**src/sv/wav_header_parse_and_gain_assert.svh**
```systemverilog
// Assertion helpers for the RTL of the WAV header parser.
`ifndef WAV_HEADER_PARSE_AND_GAIN_ASSERT_SVH
`define WAV_HEADER_PARSE_AND_GAIN_ASSERT_SVH

// The consequent must hold in the same cycle as the antecedent.
`define WAVHP_ASSERT_SAME(label, clock, rstn, ante, cons) \
	label: assert property (@(posedge clock) disable iff (!rstn) (ante) |-> (cons)) \
		else $error("same-cycle check failed");

// The consequent must hold in the cycle after the antecedent.
`define WAVHP_ASSERT_NEXT(label, clock, rstn, ante, cons) \
	label: assert property (@(posedge clock) disable iff (!rstn) (ante) |=> (cons)) \
		else $error("next-cycle check failed");

`endif

```
**src/sv/wavhp_pkg.sv**
```systemverilog
package wavhp_pkg;

	localparam int GAIN_FRAC_BITS = 7;
	localparam int GAIN_W = 9;
	localparam int SAMPLE_W = 16;
	localparam int DATA_W = 136;

	localparam logic [GAIN_W-1:0] GAIN_RESET = 9'd128;

	// Tags held with byte 0 in the lowest bits.
	localparam logic [31:0] RIFF_TAG = 32'h4646_4952;
	localparam logic [31:0] WAVE_TAG = 32'h4556_4157;
	localparam logic [23:0] FMT_TAG = 24'h74_6D66;
	localparam logic [23:0] ATA_TAG = 24'h61_7461;
	localparam logic [7:0] DATA_FIRST = 8'h64;

	typedef enum logic [1:0] {
		KIND_HEADER = 2'd0,
		KIND_ERROR = 2'd1,
		KIND_FRAME = 2'd2
	} kind_t;

	typedef enum logic [1:0] {
		ERR_RIFF = 2'd0,
		ERR_WAVE = 2'd1,
		ERR_FMT = 2'd2
	} err_t;

	typedef enum logic {
		CFG_GAIN = 1'b0,
		CFG_SWAP = 1'b1
	} cfg_idx_t;

	typedef enum logic [5:0] {
		PH_HEADER = 6'b000001,
		PH_SCAN = 6'b000010,
		PH_ATA = 6'b000100,
		PH_SIZE = 6'b001000,
		PH_FRAMES = 6'b010000,
		PH_HALT = 6'b100000
	} phase_t;

	typedef struct packed {
		logic [1:0] error_code;
		logic [31:0] rate_hz;
		logic [15:0] channel_count;
		logic [15:0] sample_bits;
		logic [31:0] payload_bytes;
		logic signed [15:0] left_out;
		logic signed [15:0] right_out;
	} result_t;

endpackage

```
**src/sv/wavhp_scale.sv**
```systemverilog
module wavhp_scale #(
	parameter int FRAC_BITS = wavhp_pkg::GAIN_FRAC_BITS
) (
	input logic signed [wavhp_pkg::SAMPLE_W-1:0] raw,
	input logic [wavhp_pkg::GAIN_W-1:0] gain,
	output logic signed [wavhp_pkg::SAMPLE_W-1:0] scaled
);

	localparam int LIMIT = 2 << FRAC_BITS;
	localparam int PW = wavhp_pkg::SAMPLE_W + wavhp_pkg::GAIN_W + 1;
	localparam logic signed [PW-1:0] BIAS = PW'((1 << FRAC_BITS) - 1);
	localparam logic signed [PW-1:0] SAT_HI = PW'(32767);
	localparam logic signed [PW-1:0] SAT_LO = -PW'(32768);

	logic [wavhp_pkg::GAIN_W-1:0] gain_eff;
	logic signed [PW-1:0] prod;
	logic signed [PW-1:0] adj;
	logic signed [PW-1:0] quot;

	always_comb begin
		gain_eff = (int'(gain) > LIMIT) ? wavhp_pkg::GAIN_W'(LIMIT) : gain;
		prod = PW'(raw) * $signed({1'b0, gain_eff});
		// Bias negative products so the arithmetic shift truncates toward zero.
		adj = prod[PW-1] ? (prod + BIAS) : prod;
		quot = adj >>> FRAC_BITS;
		if (quot > SAT_HI) begin
			scaled = 16'sh7FFF;
		end else if (quot < SAT_LO) begin
			scaled = 16'sh8000;
		end else begin
			scaled = quot[wavhp_pkg::SAMPLE_W-1:0];
		end
	end

endmodule

```
**src/sv/wav_header_parse_and_gain.sv**
```systemverilog
// A result is registered onto m_tvalid at the edge that accepts the byte causing it.
// One byte per cycle while s_tready is high; parser decode and both scalers are combinational.
// The output register takes a new result while the old one is being taken, so s_tready
// stays high unless a result waits and m_tready is low.
// Reset (arst_n low) puts the parser in the header phase, sets gain to unity (128),
// clears channel swap and drops any pending result.
module wav_header_parse_and_gain #(
	parameter int GAIN_FRAC_BITS = wavhp_pkg::GAIN_FRAC_BITS
) (
	input logic clk,
	input logic arst_n,
	input logic s_tvalid,
	output logic s_tready,
	input logic [7:0] s_tdata, // [7:0] file_byte
	input logic s_tuser, // [0] start_req
	output logic m_tvalid,
	input logic m_tready,
	// [1:0] error_code, [33:2] rate_hz, [49:34] channel_count, [65:50] sample_bits,
	// [97:66] payload_bytes, [113:98] left_out, [129:114] right_out, [135:130] zero
	output logic [wavhp_pkg::DATA_W-1:0] m_tdata,
	output logic [1:0] m_tuser, // [1:0] kind
	input logic cfg_valid,
	output logic cfg_ready,
	input logic cfg_index,
	input logic [wavhp_pkg::GAIN_W-1:0] cfg_data
);

	logic [wavhp_pkg::GAIN_W-1:0] gain_q;
	logic swap_q;

	wavhp_pkg::phase_t phase_q, phase_d;
	logic [5:0] pos_q, pos_d;
	logic [31:0] rate_q, rate_d;
	logic [15:0] chan_q, chan_d;
	logic [15:0] bits_q, bits_d;
	logic [31:0] size_q, size_d;
	logic match_q, match_d;
	logic [23:0] frame_q, frame_d;
	logic [1:0] fidx_q, fidx_d;

	logic s_acc;
	logic res_valid;
	wavhp_pkg::kind_t res_kind;
	wavhp_pkg::result_t res;
	logic m_valid_q;
	wavhp_pkg::kind_t kind_q;
	wavhp_pkg::result_t out_q;

	logic [7:0] b;
	logic [1:0] ata_p;
	logic tag_m;
	logic signed [15:0] first_s, second_s;

	assign b = s_tdata;
	assign cfg_ready = 1'b1;
	assign s_tready = !m_valid_q || m_tready;
	assign s_acc = s_tvalid && s_tready;

	always_ff @(posedge clk or negedge arst_n) begin
		if (!arst_n) begin
			gain_q <= wavhp_pkg::GAIN_RESET;
			swap_q <= 1'b0;
		end else if (cfg_valid) begin
			case (cfg_index)
				wavhp_pkg::CFG_GAIN: gain_q <= cfg_data;
				wavhp_pkg::CFG_SWAP: swap_q <= cfg_data[0];
				default: ;
			endcase
		end
	end

	wavhp_scale #(.FRAC_BITS(GAIN_FRAC_BITS)) u_scale_first (
		.raw(frame_q[15:0]),
		.gain(gain_q),
		.scaled(first_s)
	);

	wavhp_scale #(.FRAC_BITS(GAIN_FRAC_BITS)) u_scale_second (
		.raw({b, frame_q[23:16]}),
		.gain(gain_q),
		.scaled(second_s)
	);

	always_comb begin
		// A start restarts the parser from cleared state on this very byte.
		if (s_tuser) begin
			phase_d = wavhp_pkg::PH_HEADER;
			pos_d = '0;
			rate_d = '0;
			chan_d = '0;
			bits_d = '0;
			size_d = '0;
			match_d = 1'b1;
			frame_d = '0;
			fidx_d = '0;
		end else begin
			phase_d = phase_q;
			pos_d = pos_q;
			rate_d = rate_q;
			chan_d = chan_q;
			bits_d = bits_q;
			size_d = size_q;
			match_d = match_q;
			frame_d = frame_q;
			fidx_d = fidx_q;
		end
		res_valid = 1'b0;
		res_kind = wavhp_pkg::KIND_HEADER;
		res = '0;
		tag_m = 1'b0;
		ata_p = (pos_d[1:0] == 2'd3) ? 2'd2 : pos_d[1:0];

		case (phase_d)
			wavhp_pkg::PH_HEADER: begin
				if (pos_d <= 6'd3) begin
					tag_m = (b == wavhp_pkg::RIFF_TAG[8*pos_d[1:0] +: 8]);
					match_d = (pos_d == 6'd0) ? tag_m : (match_d && tag_m);
					if (pos_d == 6'd3 && !match_d) begin
						res_valid = 1'b1;
						res_kind = wavhp_pkg::KIND_ERROR;
						res.error_code = wavhp_pkg::ERR_RIFF;
					end
				end else if (pos_d >= 6'd8 && pos_d <= 6'd11) begin
					tag_m = (b == wavhp_pkg::WAVE_TAG[8*pos_d[1:0] +: 8]);
					match_d = (pos_d == 6'd8) ? tag_m : (match_d && tag_m);
					if (pos_d == 6'd11 && !match_d) begin
						res_valid = 1'b1;
						res_kind = wavhp_pkg::KIND_ERROR;
						res.error_code = wavhp_pkg::ERR_WAVE;
					end
				end else if (pos_d >= 6'd12 && pos_d <= 6'd14) begin
					tag_m = (b == wavhp_pkg::FMT_TAG[8*pos_d[1:0] +: 8]);
					match_d = (pos_d == 6'd12) ? tag_m : (match_d && tag_m);
				end else if (pos_d == 6'd15) begin
					if (!match_d) begin
						res_valid = 1'b1;
						res_kind = wavhp_pkg::KIND_ERROR;
						res.error_code = wavhp_pkg::ERR_FMT;
					end
				end else if (pos_d == 6'd22 || pos_d == 6'd23) begin
					chan_d[8*pos_d[0] +: 8] = chan_d[8*pos_d[0] +: 8] | b;
				end else if (pos_d >= 6'd24 && pos_d <= 6'd27) begin
					rate_d[8*pos_d[1:0] +: 8] = rate_d[8*pos_d[1:0] +: 8] | b;
				end else if (pos_d == 6'd34 || pos_d == 6'd35) begin
					bits_d[8*pos_d[0] +: 8] = bits_d[8*pos_d[0] +: 8] | b;
				end
				if (res_valid) begin
					phase_d = wavhp_pkg::PH_HALT;
					pos_d = pos_d + 6'd1;
				end else if (pos_d == 6'd35) begin
					phase_d = wavhp_pkg::PH_SCAN;
					pos_d = '0;
				end else begin
					pos_d = pos_d + 6'd1;
				end
			end
			wavhp_pkg::PH_SCAN: begin
				if (b == wavhp_pkg::DATA_FIRST) begin
					phase_d = wavhp_pkg::PH_ATA;
					pos_d = '0;
				end
			end
			wavhp_pkg::PH_ATA: begin
				tag_m = (b == wavhp_pkg::ATA_TAG[8*ata_p +: 8]);
				match_d = (ata_p == 2'd0) ? tag_m : (match_d && tag_m);
				if (ata_p == 2'd2) begin
					pos_d = '0;
					phase_d = match_d ? wavhp_pkg::PH_SIZE : wavhp_pkg::PH_SCAN;
				end else begin
					pos_d = {4'd0, ata_p} + 6'd1;
				end
			end
			wavhp_pkg::PH_SIZE: begin
				size_d[8*pos_d[1:0] +: 8] = size_d[8*pos_d[1:0] +: 8] | b;
				if (pos_d[1:0] == 2'd3) begin
					pos_d = '0;
					phase_d = wavhp_pkg::PH_FRAMES;
					frame_d = '0;
					fidx_d = '0;
					res_valid = 1'b1;
					res_kind = wavhp_pkg::KIND_HEADER;
					res.rate_hz = rate_d;
					res.channel_count = chan_d;
					res.sample_bits = bits_d;
					res.payload_bytes = size_d;
				end else begin
					pos_d = {4'd0, pos_d[1:0]} + 6'd1;
				end
			end
			wavhp_pkg::PH_FRAMES: begin
				// The scalers read the three held bytes from frame_q, which clears on the last byte.
				if (fidx_d != 2'd3) begin
					frame_d[8*fidx_d +: 8] = frame_d[8*fidx_d +: 8] | b;
					fidx_d = fidx_d + 2'd1;
				end else begin
					res_valid = 1'b1;
					res_kind = wavhp_pkg::KIND_FRAME;
					res.left_out = swap_q ? second_s : first_s;
					res.right_out = swap_q ? first_s : second_s;
					fidx_d = '0;
				end
			end
			wavhp_pkg::PH_HALT: ;
			default: ;
		endcase
	end

	// Frame bytes clear when a frame completes; done here so the scalers see the full word.
	always_ff @(posedge clk or negedge arst_n) begin
		if (!arst_n) begin
			phase_q <= wavhp_pkg::PH_HEADER;
			pos_q <= '0;
			rate_q <= '0;
			chan_q <= '0;
			bits_q <= '0;
			size_q <= '0;
			match_q <= 1'b1;
			frame_q <= '0;
			fidx_q <= '0;
		end else if (s_acc) begin
			phase_q <= phase_d;
			pos_q <= pos_d;
			rate_q <= rate_d;
			chan_q <= chan_d;
			bits_q <= bits_d;
			size_q <= size_d;
			match_q <= match_d;
			frame_q <= (res_valid && res_kind == wavhp_pkg::KIND_FRAME) ? '0 : frame_d;
			fidx_q <= fidx_d;
		end
	end

	always_ff @(posedge clk or negedge arst_n) begin
		if (!arst_n) begin
			m_valid_q <= 1'b0;
		end else if (s_acc) begin
			m_valid_q <= res_valid;
		end else if (m_tready) begin
			m_valid_q <= 1'b0;
		end
	end

	always_ff @(posedge clk) begin
		if (s_acc && res_valid) begin
			kind_q <= res_kind;
			out_q <= res;
		end
	end

	assign m_tvalid = m_valid_q;
	assign m_tuser = kind_q;
	assign m_tdata = {6'd0, out_q.right_out, out_q.left_out, out_q.payload_bytes,
		out_q.sample_bits, out_q.channel_count, out_q.rate_hz, out_q.error_code};

`include "wav_header_parse_and_gain_assert.svh"

	`WAVHP_ASSERT_NEXT(a_error_halts, clk, arst_n,
		s_acc && res_valid && res_kind == wavhp_pkg::KIND_ERROR,
		phase_q == wavhp_pkg::PH_HALT)

	`WAVHP_ASSERT_SAME(a_fidx_in_frames, clk, arst_n,
		fidx_q != 2'd0, phase_q == wavhp_pkg::PH_FRAMES)

	`WAVHP_ASSERT_SAME(a_frame_no_header, clk, arst_n,
		m_tvalid && m_tuser == wavhp_pkg::KIND_FRAME,
		m_tdata[97:0] == 98'd0)

endmodule

```
**config.mk**
```make
export PLATFORM = sky130hd
export DESIGN_NAME = wav_header_parse_and_gain
export DESIGN_NICKNAME = d
export VERILOG_FILES = /design/src/sv/wavhp_pkg.sv /design/src/sv/wavhp_scale.sv /design/src/sv/wav_header_parse_and_gain.sv
export VERILOG_INCLUDE_DIRS = /design/src /design/src/sv
export SDC_FILE = /design/constraint.sdc
export NUM_CORES = 1
export LEC_CHECK = 0
export ABC_AREA = 1
export BUFFER_PORTS_ARGS = -buffer_cell sky130_fd_sc_hd__buf_2
export CORE_AREA = 2 2 229 231
export CTS_CLUSTER_DIAMETER = 40
export DETAILED_ROUTE_END_ITERATION = 12
export DIE_AREA = 0 0 231 233
export PLACE_DENSITY_LB_ADDON = 0.12
export SLEW_MARGIN = 10
export SYNTH_ARGS = -nofsm -noshare
export SYNTH_HDL_FRONTEND = slang
export SYNTH_HIERARCHICAL = 1
export SYNTH_SLANG_ARGS = --single-unit
export TNS_END_PERCENT = 10
```
**constraint.sdc**
```tcl
create_clock -name clk -period 9 [get_ports clk]
set_input_delay 1.8 -clock clk [delete_from_list [all_inputs] [get_ports clk]]
set_output_delay 1.8 -clock clk [all_outputs]
set_load 0.01 [all_outputs]
```
==> impl_metrics.py, run 1 <==
metrics = {
    "placement": {
        "place_congestion": 0.936,
        "portBuffers": 157,
        "dp.final_hpwl_microns": 56700,
    },
    "die": {
        "io_pins": 165,
        "die_x_microns": 231,
        "core_area_sq_um": 51100,
        "die_y_microns": 233,
        "initial_core_util_pct": 54.6,
        "placementRows": 83,
        "die_area_sq_um": 53800,
    },
    "power_and_ir_drop": {
        "power.leakage_nw": 15.7,
        "ir_drop_mv": 0.375,
        "p_comb_share_pct": 50.4,
        "powerDensity_nw_per_um2": 217,
        "switching_share_pct": 46.6,
        "total_power_mw": 6.62,
        "power_frac_seq_pct": 21.7,
        "p_int_mw": 3.54,
        "power_switching_mw": 3.09,
        "p_clk_share_pct": 28.0,
    },
    "synthesis": {
        "syn-mean-instance-area_sq_um": 7.40,
        "yosysWarnings": 6,
        "yosysTopAreaCell": "fa_1",
        "yosysSeqAreaShare_pct": 27.3,
        "netlist_instances": 3771,
        "synthTopCellsByArea": "fa_1 (18%), nand2_1 (15%), edfxtp_1 (14%)",
        "synth_area_sq_um": 27900,
        "async_flop_share_pct": 52.5,
        "synth_ff_type": "dfrtp_1",
        "synth_edf_count": 132,
        "ys_seq_elements": 278,
        "synth.distinct_cells": 66,
        "yosys.area.top_type_share_pct": 17.5,
    },
    "layout": {
        "antenna_cells": 0,
        "nets": 4231,
        "final_util_pct": 59.8,
        "drive_gt1_share_pct": 10.4,
        "syn2layout_area_growth_pct": 9.59,
    },
    "sta": {
        "tightestPinTransition_ns": 1.15,
        "setup_viol": 0,
        "rsz0062_at_grt": "no",
        "maxSlewViolCount": 0,
        "relSlewSlack_pct": 23.0,
        "finalHoldViolCount": 0,
        "period_share_pct": 86.7,
        "totalNegativeSetupSlack_ns": 0,
        "period_needed_ns": 7.80,
        "fmax_ghz": 0.128,
        "clock_skew_ns": 0.0632,
        "fin_hold_ws_ns": 0.478,
    },
    "routing": {
        "avgRoutedWirePerCell_microns": 16.8,
        "ant_nets": 0,
        "viasPerCell": 5.37,
        "drt_pre_antenna_iters": 9,
        "via_count": 24500,
        "routed_wl_microns": 76500,
        "drc_errors": 0,
        "drt_iter0_drc": 2047,
    },
    "global_route": {
        "grt_max_degree": 107,
        "grt_antenna_before_repair": 1,
        "grtUsageTotal_pct": 28.7,
        "grt_pass1_vias": 23700,
        "grt_overflow": 0,
        "grt_pass1_wl_microns": 124000,
    },
    "run": {
        "cap_violations": 0,
    },
    "critical_path": {
        "cp_common_cell": "nand2_1",
        "critPathKind": "reg -> reg",
        "cp.required_ns": 9.25,
        "critPathArrivalTime_ns": 8.05,
        "r2r_slack_ns": 1.20,
        "reg2regPathDepth": 31,
        "critPathMaxStageDelay_ns": 0.55,
        "r2r_end": "m_tdata[98]$_SDFFCE_PN0P_",
        "crit_path_max_fanout": 15,
        "crit_slowest_cell": "fa_1",
        "start_kind": "flip-flop",
        "end_kind": "flip-flop",
        "rr_startpoint": "gain_q[3]$_DFFE_PN0P_",
    },
    "outcome": {
        "outcome": "finished clean",
    },
    "clock_network": {
        "cts_root_buf": "clkbuf_16",
        "cts_hold_buffers": 0,
        "cts_made_buffers": 46,
        "cts_tree": "yes",
        "clkSinkCount": 278,
        "post_cts_buffers": 0,
        "cts_resized": 0,
        "clk_pin_slew_worst_paths_ns": 0.06,
        "clock_tree.buffer_depth": 3,
        "clock_latency_ns": 0.59,
        "h-tree-depth": 2,
    },
    "min_path": {
        "worstHoldEndpoint": "size_q[6]$_DFFE_PN0P_",
        "hold_path_class": "reg -> reg",
        "hold_start": "size_q[6]$_DFFE_PN0P_",
        "hold_depth": 2,
    },
}
## worst max-delay path, delay by kind of cell (launching register included)
family	cells	cell delay [ns]
AO/OA/AOI/OAI	7	1.30
adder cells (fa/ha/maj)	6	2.96
buffers and inverters	7	0.97
flip-flops	1	0.42
AND/OR/NAND/NOR	11	1.77
## cells by family after synthesis
group / after synthesis / synth area share, %
compound gates: 442 / 8.77
xor+xnor: 41 / 1.41
fa+ha+maj: 363 / 22.8
buf+inv: 813 / 11.6
flops: 278 / 27.3
mux: 8 / 0.323
other cells: 2 / 0.0269
simple gates: 1824 / 27.7
## synthesized netlist by cell type (all sizes together) (3+ instances only)
cell,n
nand4,52
or2,14
mux2,8
xor2,29
nor4,4
ha,119
nor3,36
nand3,168
o31ai,7
clkinv,6
dfrtp,143
clkbuf,80
nor2,393
o21bai,4
o211ai,22
inv,658
dfstp,3
a21oi,173
a22oi,5
xnor2,12
o21ai,181
a31oi,13
buf,69
nand2,1145
nand3b,9
edfxtp,132
fa,244
o22ai,26
## layer usage
metal | global-route usage (%) | vias to the layer above | part of all wire, % | wire length [microns]
met1 | 41.0 | 11600 | 45 | 34200
met2 | 45.3 | 843 | 46 | 34800
met5 | 0 | - | 0.017 | 13
met4 | 6.88 | 2 | 1.9 | 1490
li1 | - | 11900 | - | -
met3 | 5.40 | 122 | 7.8 | 5960
## cells in the final DEF, fill, tap and decap left out, drive strengths merged, types with 3 or more instances in the layout
| cell type | count |
|---|---|
| xnor2 | 12 |
| clkbuf | 50 |
| mux2 | 8 |
| dfrtp | 143 |
| nor4 | 4 |
| xor2 | 29 |
| clkinv | 20 |
| or2 | 14 |
| o31ai | 7 |
| clkinvlp | 7 |
| nand4 | 52 |
| a22oi | 5 |
| ha | 119 |
| nand3 | 168 |
| bufinv | 6 |
| dfstp | 3 |
| a31oi | 13 |
| nand3b | 9 |
| o21bai | 4 |
| a21oi | 173 |
| o22ai | 26 |
| o211ai | 22 |
| buf | 169 |
| nor2 | 393 |
| nor3 | 36 |
| o21ai | 181 |
| nand2 | 1145 |
| edfxtp | 132 |
| fa | 244 |
| inv | 667 |
| conb | 7 |
## registers in the layout, summed over array words and instances (netlist names), 9 cells and up
register / cells
bits_q: 16
chan_q: 16
m_tdata: 130
rate_q: 32
frame_q: 24
gain_q: 9
size_q: 32
## power by group through the flow
stage                     registers [mW]  clock network, mW  logic [mW]
final                               1.44               1.85        3.34
after global routing                1.44               1.92        3.75
after CTS                           1.44               1.87        3.31
after detailed placement            1.46                  0        3.29
after global placement              1.46                  0        3.29
after floorplan                     1.45                  0        2.64
## through the flow
stage	area (sq um)	setup slack, ns	cells
4_1_cts	30600	1.21	4562
3_5_place_dp	28900	0.777	4476
2_1_floorplan	27900	1.75	3776
6_report	30600	1.20	4562
3_3_place_gp	28900	0.800	4476
5_1_grt	30600	0.608	4562
## final cells by class
| cell class | count | area (sq um) |
|---|---|---|
| Clock inverter | 36 | 452 |
| Clock buffer | 50 | 1190 |
| Multi-Input combinational cell | 2685 | 17100 |
| Sequential cell | 278 | 7620 |
| Tap cell | 680 | 851 |
| Timing Repair Buffer | 169 | 882 |
| Inverter | 664 | 2500 |
| Fill cell | 4853 | 20500 |
## how the worst max path moves through the flow
stage | startpoint | end | slack (ns)
after floorplan | s_tdata[2] | m_tdata[103]$_SDFFCE_PN0P_ | 1.75
after global placement | s_tdata[7] | m_tdata[116]$_SDFFCE_PN0P_ | 0.80
after detailed placement | s_tdata[7] | m_tdata[99]$_SDFFCE_PN0P_ | 0.78
after CTS | gain_q[3]$_DFFE_PN0P_ | m_tdata[98]$_SDFFCE_PN0P_ | 1.21
after global routing | gain_q[5]$_DFFE_PN0P_ | m_tdata[101]$_SDFFCE_PN0P_ | 0.61
final | gain_q[3]$_DFFE_PN0P_ | m_tdata[98]$_SDFFCE_PN0P_ | 1.20
Note: power is estimated with default switching activity, not from simulation.
==> inputs of run 2 (changes only) <==
ABC_AREA = unset   (was 1)
CORE_AREA = 2 2 220 222   (was 2 2 229 231)
DIE_AREA = 0 0 222 224   (was 0 0 231 233)
==> impl_metrics.py, run 2 <==
metrics = {
    "outcome": {
        "outcome": "finished clean",
    },
    "critical_path": {
        "crit_path_max_fanout": 16,
        "r2r_slack_ns": 0.93,
        "crit_slowest_cell": "nor2b_1",
        "crit_path_end": "m_tdata[117]$_SDFFCE_PN0P_",
        "reg2regPathDepth": 23,
        "start_kind": "flip-flop",
        "critPathArrivalTime_ns": 8.46,
        "critPathKind": "reg -> reg",
        "cp.required_ns": 9.39,
        "crit_path_start": "gain_q[8]$_DFFE_PN0P_",
        "rr_startpoint": "gain_q[8]$_DFFE_PN0P_",
        "cp_cell_sequence": "nor2b_1 > buf_4 > nand2_1 > fa_1 > inv_1 > fa_1 > fa_1 > fa_1 > inv_1 > fa_1 > inv_1 > ha_1 > a21oi_2 > o31ai_1 > a31oi_1 > a21boi_0 > nor4b_2 > nand4_1 > nor4_4 > o21ai_2 > o31ai_1 > mux2i_1 > nor2_1",
        "critPathMaxStageDelay_ns": 0.76,
        "cp_common_cell": "fa_1",
        "r2r_end": "m_tdata[117]$_SDFFCE_PN0P_",
        "end_kind": "flip-flop",
    },
    "layout": {
        "instances_no_fill": 3392,
        "drive_gt1_share_pct": 14.4,
        "postLayoutCellArea_sq_um": 28300,
        "syn2layout_area_growth_pct": 10.0,
        "layout_common_cells": "nand2_1 (338), inv_1 (284), fa_1 (244)",
        "largest_reg_flops": 130,
        "layout_commonest_cell": "nand2_1",
        "nets": 3131,
    },
    "die": {
        "placementRows": 80,
        "die_x_microns": 222,
        "die_y_microns": 224,
        "core_area_sq_um": 47300,
        "die_area_sq_um": 49700,
        "initial_core_util_pct": 54.3,
        "io_pins": 165,
    },
    "synthesis": {
        "synth.distinct_cells": 119,
        "yosysTopAreaCell": "fa_1",
        "synth_edf_count": 132,
        "syn-mean-instance-area_sq_um": 9.65,
        "netlist_instances": 2663,
        "synth_area_sq_um": 25700,
        "yosysWarnings": 6,
        "synth.most_common_cell": "nand2_1",
        "yosysSeqAreaShare_pct": 29.6,
        "ys_seq_elements": 278,
        "yosys.area.top_type_share_pct": 19.0,
        "synth_ff_type": "dfrtp_1",
        "synth_common_cells": "nand2_1 (339), inv_1 (284), fa_1 (244), dfrtp_1 (143), edfxtp_1 (132)",
        "synthTopCellsByArea": "fa_1 (19%), edfxtp_1 (15%), dfrtp_1 (14%)",
        "async_flop_share_pct": 52.5,
    },
    "global_route": {
        "grt_overflow": 0,
        "grtUsageTotal_pct": 27.5,
        "grt_antenna_before_repair": 5,
        "grt_pass1_wl_microns": 110000,
        "grt_pass1_vias": 20800,
        "grt_max_degree": 98,
    },
    "sta": {
        "rsz0062_at_grt": "no",
        "finalHoldViolCount": 0,
        "maxSlewViolCount": 0,
        "clock_skew_ns": 0.0333,
        "period_needed_ns": 8.07,
        "relSlewSlack_pct": 25.8,
        "fmax_ghz": 0.124,
        "setup_viol": 0,
        "tightestPinTransition_ns": 1.11,
        "period_share_pct": 89.6,
        "totalNegativeSetupSlack_ns": 0,
    },
    "routing": {
        "avgRoutedWirePerCell_microns": 19.6,
        "ant_nets": 0,
        "routed_wl_microns": 66400,
        "drc_errors": 0,
        "viasPerCell": 5.89,
        "via_count": 20000,
        "drt_iter0_drc": 1524,
        "drt_pre_antenna_iters": 7,
    },
    "clock_network": {
        "cts_tree": "yes",
        "clock_latency_ns": 0.57,
        "clk_pin_slew_worst_paths_ns": 0.06,
        "cts_resized": 0,
        "clkSinkCount": 278,
        "cts_made_buffers": 41,
        "clock_tree.buffer_depth": 3,
        "cts_root_buf": "clkbuf_16",
        "cts_hold_buffers": 0,
        "post_cts_buffers": 0,
        "h-tree-depth": 2,
    },
    "placement": {
        "dp.final_hpwl_microns": 48800,
        "numPlacedInstances": 3316,
        "portBuffers": 157,
        "place_congestion": 0.914,
        "placed_area_sq_um": 26900,
    },
    "power_and_ir_drop": {
        "ir_drop_mv": 0.404,
        "power.leakage_nw": 13.4,
        "powerDensity_nw_per_um2": 220,
    },
    "run": {
        "cap_violations": 0,
    },
    "min_path": {
        "hold_path_class": "reg -> reg",
    },
}
-- run 2: worst min path at each step --
stage | endpoint | slack, ns | cells after the start | start
floorplan | size_q[30]$_DFFE_PN0P_ | 0.45 | 2 | size_q[30]$_DFFE_PN0P_
global placement | size_q[30]$_DFFE_PN0P_ | 0.47 | 2 | size_q[30]$_DFFE_PN0P_
detailed placement | size_q[26]$_DFFE_PN0P_ | 0.48 | 2 | size_q[26]$_DFFE_PN0P_
CTS | size_q[26]$_DFFE_PN0P_ | 0.49 | 2 | size_q[26]$_DFFE_PN0P_
global route | size_q[26]$_DFFE_PN0P_ | 0.51 | 2 | size_q[26]$_DFFE_PN0P_
finish | size_q[26]$_DFFE_PN0P_ | 0.49 | 2 | size_q[26]$_DFFE_PN0P_
-- run 2: kinds of logic (layout without fill, tap and decap cells) --
group | Yosys count | count (layout) | share of synthesized area, %
adders and majority gates | 363 | 363 | 24.8
DFF | 278 | 278 | 29.6
buffers and inverters | 452 | 560 | 7.00
other | 2 | 8 | 0.0292
AOI/OAI and AO/OA | 492 | 492 | 13.4
muxes | 126 | 126 | 5.08
xor gates and xnor gates | 68 | 68 | 2.38
and+or+nand+nor | 882 | 882 | 17.7
-- run 2: through the flow --
step	hold slack (ns)	util (%)	power [mW]	setup slack (ns)
2_1_floorplan	0.450	-	3.96	1.09
3_3_place_gp	0.467	56.9	4.58	0.682
3_5_place_dp	0.475	56.9	4.64	0.537
4_1_cts	0.490	59.7	6.22	0.941
5_1_grt	0.511	59.7	6.67	0.197
6_report	0.490	59.8	6.22	0.934
-- run 2: final cells by class --
type,count,area [sq um]
Inverter,284,1070
Fill cell,4066,19100
Clock buffer,47,1070
Sequential cell,278,7620
Multi-Input combinational cell,1938,16300
Clock inverter,28,283
Tap cell,615,769
Timing Repair Buffer,201,1130
Antenna cell,1,2.50
-- run 2: report_power, final --
| group | internal (mW) | switching [mW] | leakage (nW) |
|---|---|---|---|
| combinational | 1.17 | 2.04 | 9.65 |
| sequential | 1.39 | 0.0576 | 3.12 |
| clock | 0.932 | 0.632 | 0.638 |
-- run 2: per-layer routing --
layer / wire, microns / share of wire (%) / up-vias / GRT usage [%]
met1: 29000 / 44 / 9903 / 37.3
met2: 31500 / 47 / 711 / 45.4
met5: 41 / 0.062 / - / 0
met3: 3800 / 5.7 / 152 / 4.07
li1: - / - / 9206 / -
met4: 2090 / 3.2 / 6 / 9.11
-- run 2: worst max-delay path, delay by kind of cell (launching register included) --
kind	cells	cell delay, ns
fa+ha+maj	6	3.03
compound gates	6	1.76
mux	1	0.15
flops	1	0.55
simple gates	6	1.96
buf+inv	4	0.46
